$ cat config.mk
export PLATFORM = sky130hd
export DESIGN_NAME = sync_length_crc_packet_deframer_flat
export DESIGN_NICKNAME = d
export VERILOG_FILES = /design/src/hw/rtl/slcpd_pkg.sv /design/src/hw/rtl/slcpd_if.sv /design/src/hw/rtl/slcpd_ctrl.sv /design/src/hw/rtl/slcpd_datapath.sv /design/src/hw/rtl/sync_length_crc_packet_deframer.sv /design/src/flat_wrapper.sv
export SDC_FILE = /design/constraint.sdc
export NUM_CORES = 1
export LEC_CHECK = 0
export BUFFER_PORTS_ARGS = -buffer_cell sky130_fd_sc_hd__clkbuf_2
export CAP_MARGIN = 5
export CORE_AREA = 2 2 311 252
export DETAILED_ROUTE_END_ITERATION = 16
export DIE_AREA = 0 0 313 254
export GPL_TIMING_DRIVEN = 0
export RECOVER_POWER = 25
export SLEW_MARGIN = 20
export SYNTH_ARGS = -nofsm -noshare
export SYNTH_HDL_FRONTEND = slang
export SYNTH_SLANG_ARGS = --single-unit
$ cat constraint.sdc
create_clock -name clk -period 11.25 [get_ports clk]
set_clock_uncertainty 0.05 [all_clocks]
set_input_delay 1.125 -clock clk [delete_from_list [all_inputs] [get_ports clk]]
set_output_delay 1.125 -clock clk [all_outputs]
set_load 0.05 [all_outputs]
$ cat src/hw/rtl/slcpd_pkg.sv
// Shared types, constants and the CRC fold function of the deframer.
package slcpd_pkg;

  localparam int CNT_W = 6;
  localparam int CFG_IDX_W = 2;
  localparam int CFG_DATA_W = 16;
  localparam logic [7:0] SYNC_BYTE = 8'hF0;

  typedef enum logic [CFG_IDX_W-1:0] {
    REG_PACKET_SIZE = 2'd0,
    REG_CRC_ENABLE  = 2'd1,
    REG_CRC_POLY    = 2'd2
  } cfg_reg_t;

  typedef enum logic [2:0] {
    K_TAKEN   = 3'd0,
    K_REFUSED = 3'd1,
    K_CRCERR  = 3'd2,
    K_PAYLOAD = 3'd3,
    K_NONE    = 3'd4
  } kind_t;

  typedef enum logic [2:0] {
    PH_WAIT,
    PH_SYNC,
    PH_DATA,
    PH_CRCHI,
    PH_CRCLO,
    PH_READY,
    PH_READOUT
  } phase_t;

  typedef struct packed {
    logic load_len;
    logic store;
    logic xor_hi;
    logic rd_start;
    logic rd_step;
    logic emit;
    kind_t kind;
    logic ready_flag;
  } dp_cmd_t;

  typedef struct packed {
    logic take;
    logic is_sync;
    logic len_ok;
    logic data_done;
    logic crc_en;
    logic crc_match;
    logic slot_free;
  } dp_status_t;

  // MSB-first, unreflected CRC-16 update with one byte
  function automatic logic [15:0] crc_fold(input logic [15:0] crc, input logic [7:0] d,
                                           input logic [15:0] poly);
    logic [15:0] c;
    c = crc ^ {d, 8'h00};
    for (int i = 0; i < 8; i++) begin
      if (c[15]) begin
        c = {c[14:0], 1'b0} ^ poly;
      end else begin
        c = {c[14:0], 1'b0};
      end
    end
    return c;
  endfunction

endpackage

$ cat src/hw/rtl/slcpd_if.sv
// Request channel interfaces: serial input items and result items.
interface slcpd_in_if;
  logic       valid;
  logic       ready;
  logic       opcode;
  logic [7:0] data_byte;

  modport source (output valid, output opcode, output data_byte, input ready);
  modport sink (input valid, input opcode, input data_byte, output ready);
endinterface

interface slcpd_out_if;
  logic       valid;
  logic       ready;
  logic [2:0] kind;
  logic [7:0] payload_byte;
  logic       last;
  logic       frame_ready;
  logic       sent_notice;

  modport source (output valid, output kind, output payload_byte, output last,
                  output frame_ready, output sent_notice, input ready);
  modport sink (input valid, input kind, input payload_byte, input last,
                input frame_ready, input sent_notice, output ready);
endinterface

$ cat src/hw/rtl/slcpd_ctrl.sv
// Deframer controller: frame phase state machine and datapath commands.
module slcpd_ctrl
  import slcpd_pkg::*;
(
  input  logic       clk,
  input  logic       rst,
  input  logic       in_valid,
  output logic       in_ready,
  input  dp_status_t status,
  input  logic       rd_last,
  output dp_cmd_t    cmd
);

  phase_t state, state_next;
  logic   fire;

  assign in_ready = (state != PH_READOUT) && status.slot_free;
  assign fire     = in_valid && in_ready;

  always_ff @(posedge clk) begin
    if (rst) begin
      state <= PH_WAIT;
    end else begin
      state <= state_next;
    end
  end

  always_comb begin
    state_next = state;
    if (state == PH_READOUT) begin
      if (status.slot_free && rd_last) begin
        state_next = PH_WAIT;
      end
    end else if (fire) begin
      if (status.take) begin
        if (state == PH_READY) begin
          state_next = PH_READOUT;
        end
      end else begin
        unique case (state)
          PH_WAIT:  state_next = status.is_sync ? PH_SYNC : PH_WAIT;
          PH_SYNC: begin
            if (status.len_ok) begin
              state_next = PH_DATA;
            end else if (!status.is_sync) begin
              state_next = PH_WAIT;
            end
          end
          PH_DATA: begin
            if (status.data_done) begin
              state_next = status.crc_en ? PH_CRCHI : PH_READY;
            end
          end
          PH_CRCHI: state_next = PH_CRCLO;
          PH_CRCLO: state_next = status.crc_match ? PH_READY : PH_WAIT;
          PH_READY: state_next = PH_READY;
          default:  state_next = PH_WAIT;
        endcase
      end
    end
  end

  always_comb begin
    cmd = '0;
    cmd.kind = K_TAKEN;
    cmd.ready_flag = (state_next == PH_READY);
    if (state == PH_READOUT) begin
      cmd.rd_step = status.slot_free;
      cmd.emit    = status.slot_free;
      cmd.kind    = K_PAYLOAD;
      cmd.ready_flag = 1'b0;
    end else if (fire) begin
      if (status.take) begin
        if (state == PH_READY) begin
          cmd.rd_start = 1'b1;
        end else begin
          cmd.emit = 1'b1;
          cmd.kind = K_NONE;
          cmd.ready_flag = 1'b0;
        end
      end else begin
        cmd.emit = 1'b1;
        unique case (state)
          PH_SYNC:  cmd.load_len = status.len_ok;
          PH_DATA:  cmd.store = 1'b1;
          PH_CRCHI: cmd.xor_hi = 1'b1;
          PH_CRCLO: cmd.kind = status.crc_match ? K_TAKEN : K_CRCERR;
          PH_READY: cmd.kind = K_REFUSED;
          default:  cmd.kind = K_TAKEN;
        endcase
      end
    end
  end

endmodule

$ cat src/hw/rtl/slcpd_datapath.sv
// Deframer datapath: config, counters, CRC, payload memory and result register.
module slcpd_datapath
  import slcpd_pkg::*;
#(
  parameter int MAX_PAYLOAD = 63
) (
  input  logic                  clk,
  input  logic                  rst,
  input  logic                  cfg_wr_en,
  input  logic [CFG_IDX_W-1:0]  cfg_index,
  input  logic [CFG_DATA_W-1:0] cfg_data,
  input  logic                  in_opcode,
  input  logic [7:0]            in_data,
  input  dp_cmd_t               cmd,
  output dp_status_t            status,
  output logic                  rd_last,
  output logic                  out_valid,
  input  logic                  out_ready,
  output logic [2:0]            out_kind,
  output logic [7:0]            out_payload,
  output logic                  out_last,
  output logic                  out_frame_ready,
  output logic                  out_sent
);

  localparam int AW = (MAX_PAYLOAD > 1) ? $clog2(MAX_PAYLOAD) : 1;

  logic [6:0]       packet_size;
  logic             crc_enable;
  logic [15:0]      crc_poly;
  logic [CNT_W-1:0] byte_count;
  logic [CNT_W-1:0] frame_length;
  logic [15:0]      running_crc;
  logic [CNT_W-1:0] rd_idx;
  logic [CNT_W-1:0] addr_sel;
  logic [CNT_W-1:0] count_inc;
  logic [7:0]       rdata;
  logic [7:0]       mem [MAX_PAYLOAD];

  always_ff @(posedge clk) begin
    if (rst) begin
      packet_size <= 7'd64;
      crc_enable  <= 1'b1;
      crc_poly    <= 16'h1021;
    end else if (cfg_wr_en) begin
      case (cfg_index)
        REG_PACKET_SIZE: packet_size <= cfg_data[6:0];
        REG_CRC_ENABLE:  crc_enable  <= cfg_data[0];
        REG_CRC_POLY:    crc_poly    <= cfg_data;
        default: ;
      endcase
    end
  end

  assign count_inc = byte_count + CNT_W'(1);

  assign status.take      = in_opcode;
  assign status.is_sync   = (in_data == SYNC_BYTE);
  assign status.len_ok    = (in_data != 8'd0) && (in_data < {1'b0, packet_size})
                            && (in_data <= 8'(MAX_PAYLOAD));
  assign status.data_done = (count_inc >= frame_length);
  assign status.crc_en    = crc_enable;
  assign status.crc_match = (running_crc == {8'h00, in_data});
  assign status.slot_free = !out_valid || out_ready;

  assign rd_last = ((rd_idx + CNT_W'(1)) == frame_length);

  always_ff @(posedge clk) begin
    if (rst) begin
      byte_count   <= '0;
      frame_length <= '0;
      running_crc  <= '0;
    end else if (cmd.load_len) begin
      byte_count   <= '0;
      frame_length <= in_data[CNT_W-1:0];
      running_crc  <= '0;
    end else if (cmd.store) begin
      byte_count <= count_inc;
      if (crc_enable) begin
        running_crc <= crc_fold(running_crc, in_data, crc_poly);
      end
    end else if (cmd.xor_hi) begin
      running_crc <= running_crc ^ {in_data, 8'h00};
    end
  end

  always_ff @(posedge clk) begin
    if (cmd.store) begin
      mem[byte_count[AW-1:0]] <= in_data;
    end
  end

  always_comb begin
    if (cmd.rd_start) begin
      addr_sel = '0;
    end else if (cmd.rd_step) begin
      addr_sel = rd_idx + CNT_W'(1);
    end else begin
      addr_sel = rd_idx;
    end
  end

  always_ff @(posedge clk) begin
    if (rst) begin
      rd_idx <= '0;
    end else begin
      rd_idx <= addr_sel;
    end
  end

  always_ff @(posedge clk) begin
    if (addr_sel < CNT_W'(MAX_PAYLOAD)) begin
      rdata <= mem[addr_sel[AW-1:0]];
    end
  end

  always_ff @(posedge clk) begin
    if (rst) begin
      out_valid <= 1'b0;
    end else if (cmd.emit) begin
      out_valid <= 1'b1;
    end else if (out_ready) begin
      out_valid <= 1'b0;
    end
  end

  always_ff @(posedge clk) begin
    if (cmd.emit) begin
      out_kind        <= cmd.kind;
      out_frame_ready <= cmd.ready_flag;
      if (cmd.rd_step) begin
        out_payload <= rdata;
        out_last    <= rd_last;
        out_sent    <= rd_last;
      end else begin
        out_payload <= 8'h00;
        out_last    <= 1'b1;
        out_sent    <= 1'b0;
      end
    end
  end

endmodule

$ cat src/hw/rtl/sync_length_crc_packet_deframer.sv
// Top level: sync/length/payload/CRC-16 deframer with held-frame readout.
// A serial byte or an empty take gives its one result in the cycle after acceptance.
// Throughput: one serial byte per cycle while the result register drains each cycle.
// A take of a held frame gives frame_length results, one per cycle while results drain,
// set by the single read port of the payload memory; no input is accepted during readout.
// Synchronous active-high reset: sync wait, counters and CRC cleared, config to defaults.
module sync_length_crc_packet_deframer
  import slcpd_pkg::*;
#(
  parameter int MAX_PAYLOAD = 63
) (
  input  logic                  clk,
  input  logic                  rst,
  input  logic                  cfg_wr_en,
  input  logic [CFG_IDX_W-1:0]  cfg_index,
  input  logic [CFG_DATA_W-1:0] cfg_data,
  slcpd_in_if.sink              bytes,
  slcpd_out_if.source           results
);

  dp_cmd_t    cmd;
  dp_status_t status;
  logic       rd_last;

  slcpd_ctrl u_ctrl (
    .clk      (clk),
    .rst      (rst),
    .in_valid (bytes.valid),
    .in_ready (bytes.ready),
    .status   (status),
    .rd_last  (rd_last),
    .cmd      (cmd)
  );

  slcpd_datapath #(
    .MAX_PAYLOAD (MAX_PAYLOAD)
  ) u_datapath (
    .clk             (clk),
    .rst             (rst),
    .cfg_wr_en       (cfg_wr_en),
    .cfg_index       (cfg_index),
    .cfg_data        (cfg_data),
    .in_opcode       (bytes.opcode),
    .in_data         (bytes.data_byte),
    .cmd             (cmd),
    .status          (status),
    .rd_last         (rd_last),
    .out_valid       (results.valid),
    .out_ready       (results.ready),
    .out_kind        (results.kind),
    .out_payload     (results.payload_byte),
    .out_last        (results.last),
    .out_frame_ready (results.frame_ready),
    .out_sent        (results.sent_notice)
  );

  a_byte_result: assert property (@(posedge clk) disable iff (rst)
    bytes.valid && bytes.ready && !bytes.opcode |=> results.valid && results.last)
    else $error("serial byte did not give a single final result");

  a_readout_blocks: assert property (@(posedge clk) disable iff (rst)
    cmd.rd_step |-> !bytes.ready)
    else $error("input accepted during frame readout");

  a_sent_last: assert property (@(posedge clk) disable iff (rst)
    results.valid && results.sent_notice |-> results.last && results.kind == K_PAYLOAD)
    else $error("sent notice on a result that is not the final payload byte");

endmodule
$ cat src/flat_wrapper.sv
// flat-port wrapper written by rule: the top's interface ports become plain ports
module sync_length_crc_packet_deframer_flat import slcpd_pkg::*;
#(
  parameter int MAX_PAYLOAD = 63
)
  (clk, rst, cfg_wr_en, cfg_index, cfg_data, bytes_valid, bytes_opcode, bytes_data_byte, bytes_ready, results_valid, results_kind, results_payload_byte, results_last, results_frame_ready, results_sent_notice, results_ready);
  slcpd_in_if bytes_i ();
  slcpd_out_if results_i ();
  input  logic clk;
  input  logic rst;
  input  logic cfg_wr_en;
  input  logic [CFG_IDX_W-1:0] cfg_index;
  input  logic [CFG_DATA_W-1:0] cfg_data;
  input wire logic [$bits(bytes_i.valid)-1:0] bytes_valid;
  input wire logic [$bits(bytes_i.opcode)-1:0] bytes_opcode;
  input wire logic [$bits(bytes_i.data_byte)-1:0] bytes_data_byte;
  output wire logic [$bits(bytes_i.ready)-1:0] bytes_ready;
  output wire logic [$bits(results_i.valid)-1:0] results_valid;
  output wire logic [$bits(results_i.kind)-1:0] results_kind;
  output wire logic [$bits(results_i.payload_byte)-1:0] results_payload_byte;
  output wire logic [$bits(results_i.last)-1:0] results_last;
  output wire logic [$bits(results_i.frame_ready)-1:0] results_frame_ready;
  output wire logic [$bits(results_i.sent_notice)-1:0] results_sent_notice;
  input wire logic [$bits(results_i.ready)-1:0] results_ready;
  assign bytes_i.valid = bytes_valid;
  assign bytes_i.opcode = bytes_opcode;
  assign bytes_i.data_byte = bytes_data_byte;
  assign bytes_ready = bytes_i.ready;
  assign results_valid = results_i.valid;
  assign results_kind = results_i.kind;
  assign results_payload_byte = results_i.payload_byte;
  assign results_last = results_i.last;
  assign results_frame_ready = results_i.frame_ready;
  assign results_sent_notice = results_i.sent_notice;
  assign results_i.ready = results_ready;
  sync_length_crc_packet_deframer #(.MAX_PAYLOAD(MAX_PAYLOAD)) u_core (.clk(clk), .rst(rst), .cfg_wr_en(cfg_wr_en), .cfg_index(cfg_index), .cfg_data(cfg_data), .bytes(bytes_i), .results(results_i));
endmodule
After elaboration in Yosys (flattened, before gate mapping)
Memories as Yosys holds them, arrays and structs flattened. A register that Yosys moved wholly into a read port is not among the register bits.
Cells that the tools add are included.
- output and inout bits: 16
- RAM bits: 504
- logic and storage cells: 137
- input bits: 32
- flip-flop bits (word level): 76
- memories: 1
- order comparisons: 4
- bitwise logic cells: 10
- equal/unequal tests: 14
- $add $sub $neg: 2
- muxes and demuxes: 73
- reductions and logical operators: 18
- memory list (memory ; depth ; bits a word ; read ports ; clocked after Yosys merged registers in ; write ports ; RTL line ; RTL):
    u_core.u_datapath.mem ; 63 ; 8 ; 1 ; 1 ; 1 ; slcpd_datapath.sv:38 ; logic [7:0] mem [MAX_PAYLOAD];
- operators by type and width (cell ; count):
    $mux 16 ; 39
    $xor 16x16->16 ; 9
    $mux 3 ; 11
    $pmux 3 s6 ; 1
    $eq 16x8->1 ; 1
    $mux 5 ; 3
    $add 6x1->6 const B ; 2
    $eq 3x3->1 const B ; 4
    $mux 1 ; 12
    $mux 4 ; 3
    $mux 6 ; 2
    $eq 8x8->1 const B ; 1
    $le 8x6->1 const B ; 1
    $lt 8x7->1 ; 1
    $reduce_and 2->1 ; 4
    $reduce_bool 8->1 ; 1
    $eq 3x2->1 const B ; 2
    $eq 6x6->1 ; 1
    $ge 6x6->1 ; 1
    $lt 6x6->1 const B ; 1
    $logic_and 1x1->1 ; 5
    $pmux 2 s2 ; 1
    $reduce_bool 2->1 ; 2
    $reduce_or 2->1 ; 2
    11 further kinds ; 11

Logic depth before layout (Yosys ltp)
Gate-level depths: netlist of run 1.
- depth after elaboration: 50
- gate-level depth with buffers: 17
- depth with buffers taken out: 13

By module
Synthesis of run 1 repeated with hierarchy kept, for this count alone.
- cell total of the unflattened synthesis: 1709
- area, all modules: 26346.5 µm²
- modules (own cells, without submodules) (module ; times used ; sequential area each (µm²) ; area an instance (µm²) ; cells each):
    slcpd_datapath ; 1 ; 16976.3 ; 25907.3 ; 1648
    slcpd_ctrl ; 1 ; 60.1 ; 439.2 ; 61

Least setup slack after synthesis of run 1
Ideal clock, no wire load.
- path type: in2reg
- start point: input port bytes_data_byte[7]
- end point: register u_core.u_datapath.running_crc[12]
- stages: 14
- path buffers: 2
- arrival: 4.379 ns
- slack: 6.742 ns
- library setup time: 0.079 ns
- cell sequence: buf_2 xnor2_2 nor3_2 o21ai_0 a21oi_1 or4_4 nand2_2 xnor3_1 or3_1 and4_4 buf_6 nor3_2 xnor3_1 o221ai_2
- longest elaborated chain between the ends: 46
- elaborated cells on any way between the ends: 56
- ends and longest elaborated chain (item ; RTL line ; RTL):
    from (decl) ; flat_wrapper.sv:16 ; input wire logic [$bits(bytes_i.data_byte)-1:0] bytes_data_byte;
    $xor 16x16->16 ; slcpd_pkg.sv:58 ; c = crc ^ {d, 8'h00};
    $mux 16 ; slcpd_pkg.sv:60 ; if (c[15]) begin
    $mux 16 ; slcpd_datapath.sv:79 ; if (crc_enable) begin
    $mux 16 ; slcpd_datapath.sv:77 ; end else if (cmd.store) begin
    $mux 16 ; slcpd_datapath.sv:73 ; end else if (cmd.load_len) begin
    $mux 16 ; slcpd_datapath.sv:69 ; if (rst) begin
    $xor 16x16->16 ; slcpd_pkg.sv:61 ; c = {c[14:0], 1'b0} ^ poly;
    $mux 16 ; slcpd_pkg.sv:60 ;
    [... 30 more ...] ; -- ;
    $mux 16 ; slcpd_datapath.sv:79 ;
    $mux 16 ; slcpd_datapath.sv:77 ;
    $mux 16 ; slcpd_datapath.sv:73 ;
    $mux 16 ; slcpd_datapath.sv:69 ;
    $xor 16x16->16 ; slcpd_pkg.sv:61 ;
    $mux 16 ; slcpd_pkg.sv:60 ;
    $mux 16 ; slcpd_datapath.sv:79 ;
    $mux 16 ; slcpd_datapath.sv:77 ;
    to (signal assigned) ; slcpd_datapath.sv:80 ; running_crc <= crc_fold(running_crc, in_data, crc_poly);
    to (signal assigned) ; slcpd_datapath.sv:83 ; running_crc <= running_crc ^ {in_data, 8'h00};
    to (decl) ; slcpd_datapath.sv:33 ; logic [15:0] running_crc;
Parallel ways exist; a longest one is shown, timed or not. The select of a mux whose other input is x is not followed.
A chain may end at the register's enable or synchronous reset.

Worst setup path after layout of run 1
- start point: input port bytes_data_byte[5]
- end point: register u_core.u_datapath.running_crc[12]
- longest elaborated chain between the ends: 46
- elaborated cells on any way between the ends: 56
- ends and longest elaborated chain (item ; RTL line):
    $xor 16x16->16 ; slcpd_pkg.sv:58
    $xor 16x16->16 ; slcpd_pkg.sv:61
    $mux 16 ; slcpd_pkg.sv:60
    $mux 16 ; slcpd_datapath.sv:79
    $mux 16 ; slcpd_datapath.sv:77
    $mux 16 ; slcpd_datapath.sv:73
    $mux 16 ; slcpd_datapath.sv:69
    $xor 16x16->16 ; slcpd_pkg.sv:61
    [... 30 more ...] ; --
    $mux 16 ; slcpd_datapath.sv:79
    $mux 16 ; slcpd_datapath.sv:77
    $mux 16 ; slcpd_datapath.sv:73
    $mux 16 ; slcpd_datapath.sv:69
    $xor 16x16->16 ; slcpd_pkg.sv:61
    $mux 16 ; slcpd_pkg.sv:60
    $mux 16 ; slcpd_datapath.sv:79
    $mux 16 ; slcpd_datapath.sv:77
Parallel ways exist; a longest one is shown, timed or not. The select of a mux whose other input is x is not followed.

==> results of run 1 <==
## where the power goes
part           switching (W)  internal (W)
sequential        0.00000491       0.00238
combinational       0.000185      0.000106
clock               0.000823       0.00100
## cell usage in the layout, fill, tap and decap left out, types with 8 or more instances in the layout
| master | instances |
|---|---|
| nand4_1 | 9 |
| or3_1 | 8 |
| nor3b_1 | 8 |
| inv_1 | 19 |
| o22ai_1 | 24 |
| and2_1 | 8 |
| xnor2_1 | 97 |
| xor2_1 | 22 |
| a311oi_1 | 25 |
| nand3_1 | 226 |
| o21ai_0 | 58 |
| o21a_1 | 10 |
| and3_1 | 31 |
| buf_2 | 13 |
| nand2b_1 | 8 |
| mux2i_1 | 82 |
| clkbuf_1 | 132 |
| clkbuf_2 | 40 |
| clkbuf_16 | 59 |
| buf_1 | 24 |
| nand2_1 | 440 |
| dfxtp_1 | 62 |
| clkinv_2 | 13 |
| xnor3_1 | 12 |
| nor2b_1 | 8 |
| a211oi_1 | 13 |
| a221oi_1 | 8 |
| a21o_1 | 8 |
| edfxtp_1 | 526 |
| o221ai_1 | 35 |
| nor3_1 | 15 |
| ha_1 | 14 |
| nor2_1 | 137 |
| clkinv_1 | 13 |
| mux4_2 | 8 |
| a31oi_1 | 19 |
| a21oi_1 | 53 |
## worst max-delay path, cell delays in order
cell and delay, ns:
clkbuf_1 0.60, clkbuf_1 2.21, buf_2 0.57, xnor2_2 0.21, xnor2_2 0.37, mux2i_1 0.16
or3_1 0.38, nand2_1 0.31, nand3_1 0.15, a21oi_1 0.52, o2111ai_1 0.25, a31oi_1 0.28
buf_4 0.24, nor3_2 0.06, xnor3_1 0.45, o221ai_2 0.10
## worst paths after layout
check / slack [ns] / to / cells after the start
worst min register to register: 0.45 / u_core.u_datapath.running_crc[0]$_SDFFE_PP0P_ / 2
worst min-delay path: 0.45 / u_core.u_datapath.running_crc[0]$_SDFFE_PP0P_ / 2
worst max-delay path: 3.67 / u_core.u_datapath.running_crc[12]$_SDFFE_PP0P_ / 16
worst max register to register: 5.54 / u_core.u_datapath.rdata[3]$_DFFE_PN_ / 16
## cell type report
class	count	area (um^2)
multi-input combinational	1475	8830
fill	7199	46500
sequential	588	17000
tap	1023	1280
clock buffer	75	1580
buffer	151	604
clock inverter	29	168
timing repair buffer	55	350
inverter	20	75.1
## registers in the layout, indices dropped and copies added (netlist names), 3 cells and up
name / cells
u_core.u_ctrl.state: 3
u_core.u_datapath.byte_count: 6
u_core.u_datapath.crc_poly: 16
u_core.u_datapath.frame_length: 6
u_core.u_datapath.mem: 504
u_core.u_datapath.out_kind: 3
u_core.u_datapath.out_payload: 8
u_core.u_datapath.packet_size: 7
u_core.u_datapath.rd_idx: 6
u_core.u_datapath.rdata: 8
u_core.u_datapath.running_crc: 16
## cell families after synthesis
kind of cell | Yosys count | synth area share
and+or+nand+nor | 933 | 0.157
AOI/OAI and AO/OA | 298 | 0.0762
xor gates and xnor gates | 139 | 0.0546
muxes | 91 | 0.0381
DFF | 588 | 0.642
adders and majority gates | 14 | 0.00660
buffers and inverters | 171 | 0.0256
## stage by stage
stage | util | cells | hold slack [ns]
after global routing | 0.392 | 3416 | 0.489
final | 0.392 | 3416 | 0.454
after CTS | 0.393 | 3416 | 0.455
after floorplan | - | 2234 | 0.412
after detailed placement | 0.370 | 3312 | 0.440
after global placement | 0.367 | 3303 | 0.432
## per-layer routing
layer | vias to the layer above | routed length [um]
met2 | 796 | 32800
li1 | 8409 | -
met5 | - | 0
met1 | 9146 | 34600
met4 | 0 | 1450
met3 | 107 | 6350
==> metrics.md, run 1 <==
| Metric | Value |
|---|---|
| Outcome | `complete, but fails checks` |
| Failing checks | `capacitance limit, slew limit` |
| Hpwl dp | `52.2 mm` |
| Resized Gates After CTS | `0` |
| Share of layout cells above drive strength 1 | `0.0748` |
| Worst Max-Slew Pin Slew | `3.17 ns` |
| Clock sink count | `588` |
| DRT iter0 DRCs | `2124` |
| Antenna Nets Post-Route | `0` |
| Clock Path Buffers | `3` |
| Initial antenna violation count | `4` |
| Final worst path period share | `0.674` |
| N_diodes | `0` |
| Num rows | `91` |
| Crit end category | `register` |
| Number of top-level pins | `48` |
| TritonCTS clock tree | `built` |
| Setup WS pre-CTS | `5.40 ns` |
| Global route total overflow | `0` |
| DRC errors left | `0` |
| Largest area contributor in the netlist | `edfxtp_1` |
| R2r startpoint | `u_core.u_ctrl.state[0]$_SDFF_PP0_` |
| Hold_buf cts | `0` |
| DRT Wirelength | `approximately 75 mm` |
| Crit Path Category | `in -> reg` |
| Top cell type's share of synthesized area | `0.595` |
| Port Buffers | `between 40 and 50` |
| Synth top cells by count | `edfxtp_1 (526), nand2_1 (440), nand3_1 (226), nor2_1 (137), clkbuf_1 (109)` |
| Crit Path Max Fanout | `52` |
| Setup TNS | `0 ns` |
| Fraction of registers with async set or reset after synthesis | `0` |
| Fin area | `29900 um^2` |
| Count of final hold-check violations | `0` |
| Worst slew margin | `-1.12` |
| Maximum clock frequency | `132 MHz` |
| GRT Max-Usage Layer | `met2` |
| Clk Latency, worst-skew pair | `0.65 ns` |
| P_leak | `9.76 nW` |
| Synth area leaders | `edfxtp_1 (60%), nand2_1 (6.2%), dfxtp_1 (4.7%)` |
| RePlAce Congestion | `just over 0.9` |
| Vias in the first global route | `17900` |
| Final Max Slew Viols | `286` |
| Number of setup violations in the final report | `0` |
| Die area | `79500 um^2` |
| Initial Util | `0.347` |
| Unique masters post-synth | `78` |
| Synth warn | `0` |
| RSZ-0062 raised after global routing | `no` |
| Clk pin slew, worst setup/hold paths | `around 0.06 ns` |
| Total GRT Usage | `0.186` |
| Ys flop type | `edfxtp_1` |
| Post-synthesis sequential area ratio | `0.642` |
| Post-synth EDFFs | `526` |
| Hold Path Origin | `u_core.u_datapath.running_crc[0]$_SDFFE_PP0P_` |
| Count leader, synth | `edfxtp_1` |
| Cell Area, Synth | `26500 um^2` |
| Die width | `313 um` |
| CP startpoint kind | `primary input` |
| TritonCTS Buffers | `57` |
| Worst Path Required | `11.72 ns` |
| Final WS setup | `3.67 ns` |
| Critical Path AT | `8.05 ns` |
| Grt met2 use | `0.281` |
| Vias/cell | `around 5.4` |
| Global-route met3 utilization | `0.0275` |
| Syn-to-layout area delta | `12.7%` |
| CP startpoint | `bytes_data_byte[5]` |
| Nets@finish | `2394` |
| WL/cell | `around 22 um` |
| Peak supply drop | `roughly 0.000097 V` |
| Height of the chip | `254 um` |
| Max Cap Violations | `8` |
| Via count | `18500` |
| H-tree depth | `2` |
| Post-synthesis register bit count | `588` |
| Setup bufs post-CTS | `0` |
| Syn_area_per_cell | `11.9 um^2` |
| TritonRoute pass-1 iters | `5` |
| First-pass GRT wire length | `112 mm` |
| Total power | `0.00451 W` |
| Syn nets | `2280` |
| Largest net degree at the start of global routing | `57` |
| GRT met1 Usage | `0.278` |
| Core footprint | `76400 um^2` |
| CTS root buf | `clkbuf_16` |
| Power Density | `151 nW/um^2` |
| DP Area | `28300 um^2` |
| Synth Instances | `2234` |
| Hold Crit Class | `reg -> reg` |
| Final Critical Period | `about 7.6 ns` |
(Power assumes the default switching activity.)
==> inputs of run 2 (changes only) <==
--- a/config.mk
+++ b/config.mk
@@ -5,11 +5,12 @@
 export SDC_FILE = /design/constraint.sdc
 export NUM_CORES = 1
 export LEC_CHECK = 0
+export ABC_AREA = 1
 export BUFFER_PORTS_ARGS = -buffer_cell sky130_fd_sc_hd__clkbuf_2
 export CAP_MARGIN = 5
-export CORE_AREA = 2 2 311 252
+export CORE_AREA = 2 2 309 250
 export DETAILED_ROUTE_END_ITERATION = 16
-export DIE_AREA = 0 0 313 254
+export DIE_AREA = 0 0 311 252
 export GPL_TIMING_DRIVEN = 0
 export RECOVER_POWER = 25
 export SLEW_MARGIN = 20
==> constraint.sdc (replaced) <==
create_clock -name clk -period 6.4 [get_ports clk]
set_clock_uncertainty 0.05 [all_clocks]
set_input_delay 0.64 -clock clk [delete_from_list [all_inputs] [get_ports clk]]
set_output_delay 0.64 -clock clk [all_outputs]
set_load 0.05 [all_outputs]
==> metrics.md, run 2 <==
| Metric | Value |
|---|---|
| Top Metal Used | `met5` |
| WL met3 | `7.66 mm (+21%)` |
| Synth Instances | `2399 (+7.4%)` |
| Setup TNS | `0 ns (unchanged)` |
| Critical Path AT | `5.36 ns (-2.69 ns)` |
| Num rows | `90 (-1.1%)` |
| Height of the chip | `252 um (-0.79%)` |
| Syn_area_per_cell | `10.9 um^2 (-8.5%)` |
| Die area | `78400 um^2 (-1.4%)` |
| Vias/cell | `5.41 (about the same)` |
| Worst Max-Slew Pin Slew | `1.91 ns (-1.26 ns)` |
| Count of final hold-check violations | `0 (unchanged)` |
| Largest register FFs | `504 (unchanged)` |
| Total GRT Usage | `0.192 (+0.00593)` |
| Crit Path Max Fanout | `10 (-81%)` |
| M1 WL | `35.7 mm (+3.4%)` |
| Outcome | `complete, but fails checks` |
| Via count | `19300 (+4.6%)` |
| P_leak | `9.98 nW (+2.2%)` |
| DRC errors left | `0 (unchanged)` |
| Fraction of registers with async set or reset after synthesis | `0 (unchanged)` |
| Vias in the first global route | `18400 (+3.0%)` |
| Crit Path Category | `reg -> reg` |
| N_diodes | `0 (unchanged)` |
| TritonRoute pass-1 iters | `6 (+1)` |
| Nets@finish | `2557 (+6.8%)` |
| Global route total overflow | `0 (unchanged)` |
| DRT iter0 DRCs | `2502 (+18%)` |
| DRT Wirelength | `77.3 mm (+2.8%)` |
| Reg-to-reg slack, setup | `1.44 ns (-4.10 ns)` |
| Clk Latency, worst-skew pair | `0.64 ns (about the same)` |
| Antenna Nets Post-Route | `0 (unchanged)` |
| Share of layout cells above drive strength 1 | `0.0852 (+0.0104)` |
| Final Critical Period | `4.96 ns` |
| Hold_buf cts | `0 (unchanged)` |
| Clk pin slew, worst setup/hold paths | `0.06 ns (about the same)` |
| Hold Crit Class | `in -> reg` |
| Post-synthesis sequential area ratio | `0.653 (+0.0117)` |
| Metal2 WL | `32.5 mm (-0.71%)` |
| CP startpoint kind | `register` |
| Final hold slack | `0.203 ns (-0.251 ns)` |
| Post-synthesis register bit count | `588 (unchanged)` |
| TritonCTS clock tree | `built` |
| Synth area leaders | `edfxtp_1 (61%), nor2_1 (6.1%), o21ai_0 (5.9%)` |
| Syn nets | `2445 (+7.2%)` |
| FF-to-FF path depth | `15 (-1)` |
| Resized Gates After CTS | `0 (unchanged)` |
| RSZ-0062 raised after global routing | `no` |
| Number of top-level pins | `48 (unchanged)` |
| Die width | `311 um (-0.64%)` |
| H-tree depth | `2 (unchanged)` |
| Hold path endpoint | `u_core.u_datapath.packet_size[6]$_SDFFE_PP1P_` |
| Syn-to-layout area delta | `13.7%` |
| Unique masters post-synth | `46 (-41%)` |
| Hold Path Depth | `3 (+1)` |
| Largest net degree at the start of global routing | `69 (+21%)` |
| Number of setup violations in the final report | `0 (unchanged)` |
| Most frequent cells in the layout | `edfxtp_1 (526), nor2_1 (423), o21ai_0 (308)` |
| Total power | `0.00827 W (+83%)` |
| Clock Path Buffers | `3 (unchanged)` |
| Crit end category | `register` |
| Peak supply drop | `0.000198 V (+100%)` |
| RePlAce Congestion | `0.908 (-2.6%)` |
| Cell Area, Synth | `26100 um^2 (-1.8%)` |
| Top cell type's share of synthesized area | `0.606 (+0.0109)` |
| Setup bufs post-CTS | `0 (unchanged)` |
| WL/cell | `21.6 um (-1.7%)` |
| Largest area contributor in the netlist | `edfxtp_1` |
| Worst Path Required | `6.80 ns (-4.92 ns)` |
| Failing checks | `capacitance limit, slew limit` |
| Final Max Slew Viols | `123 (-57%)` |
| Ys flop type | `edfxtp_1` |
| Max Cap Violations | `5 (-3)` |
| Synth top cells by count | `edfxtp_1 (526), nor2_1 (423), o21ai_0 (308), nand2_1 (245), inv_1 (130)` |
| Initial antenna violation count | `2 (-2)` |
| Initial Util | `0.348 (about the same)` |
| First-pass GRT wire length | `115 mm (+2.8%)` |
| Count leader, synth | `edfxtp_1` |
| Core footprint | `75000 um^2 (-1.8%)` |
| Final Instance Count excl. Fillers | `3571 (+4.5%)` |
| TritonCTS Buffers | `56 (-1.8%)` |
| Power Density | `279 nW/um^2 (+85%)` |
| CTS root buf | `clkbuf_16` |
| Final worst path period share | `0.775` |
| DP Cell Count | `3465 (+4.6%)` |
| Hpwl dp | `53.5 mm (+2.5%)` |
| Port Buffers | `47 (+2.2%)` |
| Hold Path Origin | `cfg_data[6]` |
| Commonest non-fill, non-tap cell in the layout | `edfxtp_1` |
| Clock sink count | `588 (unchanged)` |
| Worst slew margin | `-0.272 (+0.843)` |
| # fillers | `7244 (+0.63%)` |
| Post-synth EDFFs | `526 (unchanged)` |
| Worst flop-to-flop path endpoint | `u_core.u_datapath.rdata[5]$_DFFE_PN_` |
| Maximum clock frequency | `between 200 and 250 MHz` |
| Synth warn | `0 (unchanged)` |
| R2r startpoint | `u_core.u_ctrl.state[2]$_SDFF_PP0_` |
run 2: per-stage QoR:
step / area (um^2) / worst slack, ns / utilization
2_1_floorplan: 26100 / 2.73 / -
3_3_place_gp: 27600 / 1.19 / 0.368
3_5_place_dp: 27800 / 1.66 / 0.370
4_1_cts: 29700 / 1.66 / 0.395
5_1_grt: 29600 / 1.16 / 0.395
6_report: 29600 / 1.44 / 0.395
run 2: layout make-up:
class	count	area, um^2	share of cell area
Buffer	138	588	0.0198
Clock buffer	66	1490	0.0502
Clock inverter	40	418	0.0141
Inverter	139	522	0.0176
Multi-Input combinational cell	1534	7920	0.267
Sequential cell	588	17000	0.575
Tap cell	1012	1270	0.0427
Timing Repair Buffer	54	392	0.0132
run 2: worst max path at each step:
stage | startpoint | to | slack, ns | cells past startpoint
after floorplan | results_ready | u_core.u_datapath.mem[11][0]$_DFFE_PP_ | 2.73 | 10
final | u_core.u_ctrl.state[2]$_SDFF_PP0_ | u_core.u_datapath.rdata[5]$_DFFE_PN_ | 1.44 | 15
after CTS | u_core.u_ctrl.state[2]$_SDFF_PP0_ | u_core.u_datapath.rdata[5]$_DFFE_PN_ | 1.66 | 15
after global routing | u_core.u_ctrl.state[2]$_SDFF_PP0_ | u_core.u_datapath.rdata[2]$_DFFE_PN_ | 1.16 | 15
after global placement | bytes_data_byte[7] | u_core.u_datapath.running_crc[14]$_SDFFE_PP0P_ | 1.19 | 27
after detailed placement | results_ready | u_core.u_datapath.rdata[5]$_DFFE_PN_ | 1.66 | 14
run 2: where the power goes:
group | internal, W | leakage, nW | switching (W)
clock | 0.00195 | 0.940 | 0.00150
combinational | 0.000191 | 3.78 | 0.000420
sequential | 0.00419 | 5.25 | 0.0000140
total | 0.00634 | 9.98 | 0.00193
run 2: logic make-up after synthesis:
group	synth area share
AOI/OAI and AO/OA	0.131
xor gates and xnor gates	0.0312
adders and majority gates	0.00672
buffers and inverters	0.0426
DFF	0.653
muxes	0.000384
and+or+nand+nor	0.135
run 2: worst max-delay path: stages (launching register included):
cell and delay [ns]:
dfxtp_1 0.43, inv_1 0.13, nor3_2 0.17, inv_1 0.12, nor2_4 0.28, xor2_1 0.31
nor2_1 0.49, buf_2 0.43, clkbuf_1 0.68, clkbuf_1 0.61, nor2_1 0.09, o22ai_1 0.32
o211ai_1 0.25, nand3_1 0.15, nand3_1 0.10, nand2_1 0.17
run 2: routing by layer:
metal / GRT usage / up-vias
met4: 0.0402 / 2
met5: 0 / -
li1: - / 8774
met1: 0.289 / 9456
met2: 0.284 / 977
met3: 0.0395 / 101
